[src/rtl/cau_pkg.sv]
// Package for the complex arithmetic unit: opcodes, status codes, FSM states,
// CORDIC arctangent table. No dependencies.
package cau_pkg;

    localparam int DataWidthDef   = 16;
    localparam int FracBitsDef    = 12;
    localparam int MaxExponentDef = 15;
    localparam int CordicSteps    = 31;
    localparam int AngleFrac      = 30;
    localparam logic signed [63:0] HalfPiQ30 = 64'sd1686629713;

    typedef enum logic [2:0] {
        OP_ADD  = 3'd0,
        OP_SUB  = 3'd1,
        OP_MUL  = 3'd2,
        OP_DIV  = 3'd3,
        OP_CONJ = 3'd4,
        OP_ABS  = 3'd5,
        OP_ARG  = 3'd6,
        OP_POW  = 3'd7
    } t_op;

    typedef enum logic [1:0] {
        ST_OK   = 2'd0,
        ST_SAT  = 2'd1,
        ST_DIVZ = 2'd2
    } t_status;

    typedef enum logic [2:0] {
        S_IDLE,
        S_PREP,
        S_ITER,
        S_FINISH,
        S_OUT
    } t_state;

    // Commands from controller to datapath.
    typedef struct packed {
        logic load;
        logic prep;
        logic step;
        logic finish;
    } t_cmd;

    // Status from datapath to controller.
    typedef struct packed {
        logic last;
    } t_dp_status;

    // Arctangent of 2^-i in units of 2^-30 rad.
    function automatic logic signed [63:0] atan_q30(input logic [4:0] i);
        logic signed [63:0] v;
        begin
            case (i)
                5'd0:    v = 64'sd843314857;
                5'd1:    v = 64'sd497837829;
                5'd2:    v = 64'sd263043837;
                5'd3:    v = 64'sd133525159;
                5'd4:    v = 64'sd67021687;
                5'd5:    v = 64'sd33543516;
                5'd6:    v = 64'sd16775851;
                5'd7:    v = 64'sd8388437;
                5'd8:    v = 64'sd4194283;
                5'd9:    v = 64'sd2097149;
                default: v = 64'sd1 <<< (5'd30 - i);
            endcase
            return v;
        end
    endfunction

endpackage

[src/rtl/cau_ctrl.sv]
// Controller state machine for the complex arithmetic unit.
// Depends on cau_pkg.
module cau_ctrl
    import cau_pkg::*;
(
    input  logic       i_clk,
    input  logic       i_rst_n,
    input  logic       i_in_valid,
    output logic       o_in_ready,
    output logic       o_out_valid,
    input  logic       i_out_ready,
    input  t_dp_status i_dp,
    output t_cmd       o_cmd
);

    t_state r_state, n_state;

    // State register.
    always_ff @(posedge i_clk) begin
        if (!i_rst_n) begin
            r_state <= S_IDLE;
        end else begin
            r_state <= n_state;
        end
    end

    // Next state.
    always_comb begin
        n_state = r_state;
        case (r_state)
            S_IDLE: begin
                if (i_in_valid) n_state = S_PREP;
            end
            S_PREP:   n_state = S_ITER;
            S_ITER: begin
                if (i_dp.last) n_state = S_FINISH;
            end
            S_FINISH: n_state = S_OUT;
            S_OUT: begin
                if (i_out_ready) n_state = i_in_valid ? S_PREP : S_IDLE;
            end
            default:  n_state = S_IDLE;
        endcase
    end

    // Outputs. A new item is taken in the same cycle the result leaves.
    always_comb begin
        o_in_ready  = 1'b0;
        o_out_valid = 1'b0;
        o_cmd       = '0;
        case (r_state)
            S_IDLE: begin
                o_in_ready = 1'b1;
                o_cmd.load = i_in_valid;
            end
            S_PREP:   o_cmd.prep = 1'b1;
            S_ITER:   o_cmd.step = 1'b1;
            S_FINISH: o_cmd.finish = 1'b1;
            S_OUT: begin
                o_out_valid = 1'b1;
                o_in_ready  = i_out_ready;
                o_cmd.load  = i_out_ready && i_in_valid;
            end
            default: ;
        endcase
    end

`ifndef ASSERT_OFF
    a_load_when_ready: assert property (@(posedge i_clk) disable iff (!i_rst_n)
        o_cmd.load |-> o_in_ready && i_in_valid) else $error("load without transfer");
    a_no_dual_cmd: assert property (@(posedge i_clk) disable iff (!i_rst_n)
        $onehot0({o_cmd.prep, o_cmd.step, o_cmd.finish, o_out_valid}))
        else $error("overlapping commands");
    a_load_prep: assert property (@(posedge i_clk) disable iff (!i_rst_n)
        o_cmd.load |=> o_cmd.prep) else $error("load not followed by prep");
`endif

endmodule

[config.mk]
export PLATFORM = sky130hd
export DESIGN_NAME = cau_ctrl
export DESIGN_NICKNAME = d
export VERILOG_FILES = /design/src/rtl/cau_pkg.sv /design/src/rtl/cau_ctrl.sv
export SDC_FILE = /design/constraint.sdc
export NUM_CORES = 1
export LEC_CHECK = 0
export BUFFER_PORTS_ARGS = -buffer_cell sky130_fd_sc_hd__buf_2
export CAP_MARGIN = 20
export CORE_AREA = 2 2 39 41
export DETAILED_ROUTE_END_ITERATION = 10
export DIE_AREA = 0 0 41 43
export HOLD_SLACK_MARGIN = 0.05
export PLACE_DENSITY = 0.33
export SYNTH_ARGS = -nofsm -noshare
export SYNTH_HDL_FRONTEND = slang
export SYNTH_SLANG_ARGS = --single-unit
export TNS_END_PERCENT = 1
[constraint.sdc]
create_clock -name i_clk -period 1.55 [get_ports i_clk]
set_input_delay 0.155 -clock i_clk [delete_from_list [all_inputs] [get_ports i_clk]]
set_output_delay 0.155 -clock i_clk [all_outputs]
set_load 0.02 [all_outputs]
==> results by group <==
Finish
  – Layout Utilization: 19.4%
  – Leading registers by flop count: r_state: 3 flops
  – Max FFs per register: 3
  – # diodes: 0
  – Final nets: 38
  – Most flop-heavy register: r_state
  – Share of layout cells above drive strength 1: 43.8%
  – Layout Cells excl Fill: 48
  – Area delta synth->final: 46.3%
  – Most common cell after layout, fill and taps aside: buf_2
  – Most frequent cells in the layout: 10 x buf_2, 3 x nor3b_1, 3 x clkbuf_4, 3 x dfxtp_1

Global routing
  – Vias in the first global route: 213
  – Largest net degree at the start of global routing: 11
  – Initial antenna violation count: 0
  – Total track usage: 7.01%
  – Gr ovfl total: 0
  – First-pass GRT wire length: 834 µm

STA
  – Worst Tran Pin Value: 283 ps
  – Hold_ws: 164 ps
  – Slew headroom: 80.9%
  – RSZ-0062 raised after global routing: false
  – Final setup fails: 0
  – Fin Clk Skew: 2.03 ps
  – Sum of negative setup slack: 0 ps
  – Period minus WS final: 1370 ps
  – Peak Freq: 731 MHz
  – Final Max Tran Viols: 0
  – Crit share post-route: 88.2%
  – Hold Fails Final Rpt: 0

Routing
  – DRT Wirelength: 485 µm
  – Via density: 4.08
  – Via count: 196
  – DR iter-0 viols: 1
  – DR pass1 iterations: 4
  – Antenna Nets Post-Route: 0
  – Drc violations: 0
  – Routed WL per cell: 10.1 µm

Placement
  – Hpwl dp: 360 µm
  – Placer Congestion: 0.708
  – Cell total after placement: 44
  – I/O Buffers: 10

Clock tree
  – Clk slew on worst S/H paths: 40 ps
  – CTS tree: done
  – Post-CTS Resized: 0
  – Htree depth: 1
  – Postcts setup bufs: 0
  – CTS Root Cell: clkbuf_4
  – Max clock buf depth: 2
  – Num CTS Buffers: 3
  – Sinks on Clock Net: 3
  – Clk_lat worst skew: 230 ps
  – Hold buffers post-CTS: 0

Yosys
  – Post-Syn Instances: 19
  – Mapped Area: 184 µm²
  – Post-Synth Simple-Gate Area: 49.7%
  – Complex-gate fraction of the synthesized area: 11.6%
  – Ys Warns: 0
  – Register area share after synthesis: 32.7%
  – Post-synthesis adder-cell area fraction: 0%
  – Syn nets: 24
  – Yosys reg bits: 3
  – Synthesized area per cell: 9.68 µm²
  – Post-Synth XOR/XNOR Area: 0%
  – Multiplexer share of the synthesized area: 0%
  – Largest family of logic cells by synthesized area: simple AND/OR/NAND/NOR gates
  – Synth unique cells: 12

Floorplanning
  – # IOs: 11
  – Row count: 14
  – Die area: 1760 µm²
  – Core area: 1380 µm²
  – Die span in y: 43 µm
  – Initial Util: 13.3%
  – Die Wd: 41 µm

Critical path
  – Critical Path Start: r_state[0]
  – Critical Path AT: 1210 ps
  – Worst setup EP type: output port
  – Critical path peak fanout: 8
  – CP max stage cell: dfxtp_1
  – Critical path's top delay family: flip-flops
  – R2r startpoint: r_state[1]
  – Buf/Inv on CP: 1
  – Reg-to-reg slack, setup: 560 ps
  – Critical Path RT: 1390 ps
  – Max incr delay on CP: 440 ps
  – Worst setup SP type: flip-flop
  – Type of the worst setup path: reg2out
  – Worst-path cell chain: nor3b_1 -> buf_2

Power
  – Combinational power share: 22.6%
  – Static Leakage: 0.119 nW
  – Pwr Density: 1130 nW/µm²
  – Clock share of power: 45.3%
  – Tot Pwr: 305 µW
  – Max VDD drop: 0.176 mV
  – Internal power: 211 µW
  – Sw Ratio: 30.7%
  – Flop pwr share: 32.1%
  – Sw power: 93.4 µW

Status
  – Outcome: finished, final reports clean

Hold path
  – Min-delay src: i_rst_n
  – Tightest Hold Check Type: in2reg

Run
  – Maxcap violations: 0
[cell type report]
| cell class | count | area (µm²) |
|---|---|---|
| repair buffers | 10 | 50.0 |
| flip-flops and latches | 3 | 60.1 |
| well taps | 16 | 20.0 |
| fillers | 159 | 1110 |
| clock buffers | 4 | 26.3 |
| multi-input cells | 15 | 113 |
[synth_stat cells, drive strengths merged]
cell	instances	share of area, %
nor2b	1	3.4
nor3	1	2.7
dfxtp	3	33
and3b	1	5.4
a31oi	1	3.4
nand3b	2	8.2
nor3b	3	12
nor4b	2	9.5
buf	1	6.1
nand2b	1	3.4
o21a	2	8.2
or3b	1	4.8
[metrics by stage]
stage	setup WS, ps	area [µm²]
floorplan	195	184
global placement	472	243
detailed placement	428	243
CTS	167	269
global route	69.3	269
finish	182	269
[logic make-up after synthesis]
family                 after synthesis
buffers and inverters                1
AOI/OAI and AO/OA                    3
DFF                                  3
and+or+nand+nor                     12
[worst paths after layout]
path / endpoint / depth (start not counted)
worst min register to register: r_state[0] / 2
worst min-delay path: r_state[2] / 2
worst max register to register: r_state[0] / 2
worst max-delay path: o_cmd[2] / 2
[power by group through the flow]
stage	Clock [mW]	Sequential, mW	Combinational [mW]
after floorplan	0	0.0912	0.0552
after global placement	0	0.0981	0.0681
final	0.138	0.0978	0.0688
after CTS	0.148	0.0970	0.0695
after detailed placement	0	0.0982	0.0692
after global routing	0.150	0.100	0.0745
[routing by layer]
layer	vias to the layer above	routed length [µm]	global-route usage [%]
li1	100	-	-
met1	86	228	8.95
met2	10	200	9.38
met3	0	56	0
met4	0	0	8.00
met5	-	0	0
(Power assumes the default switching activity.)
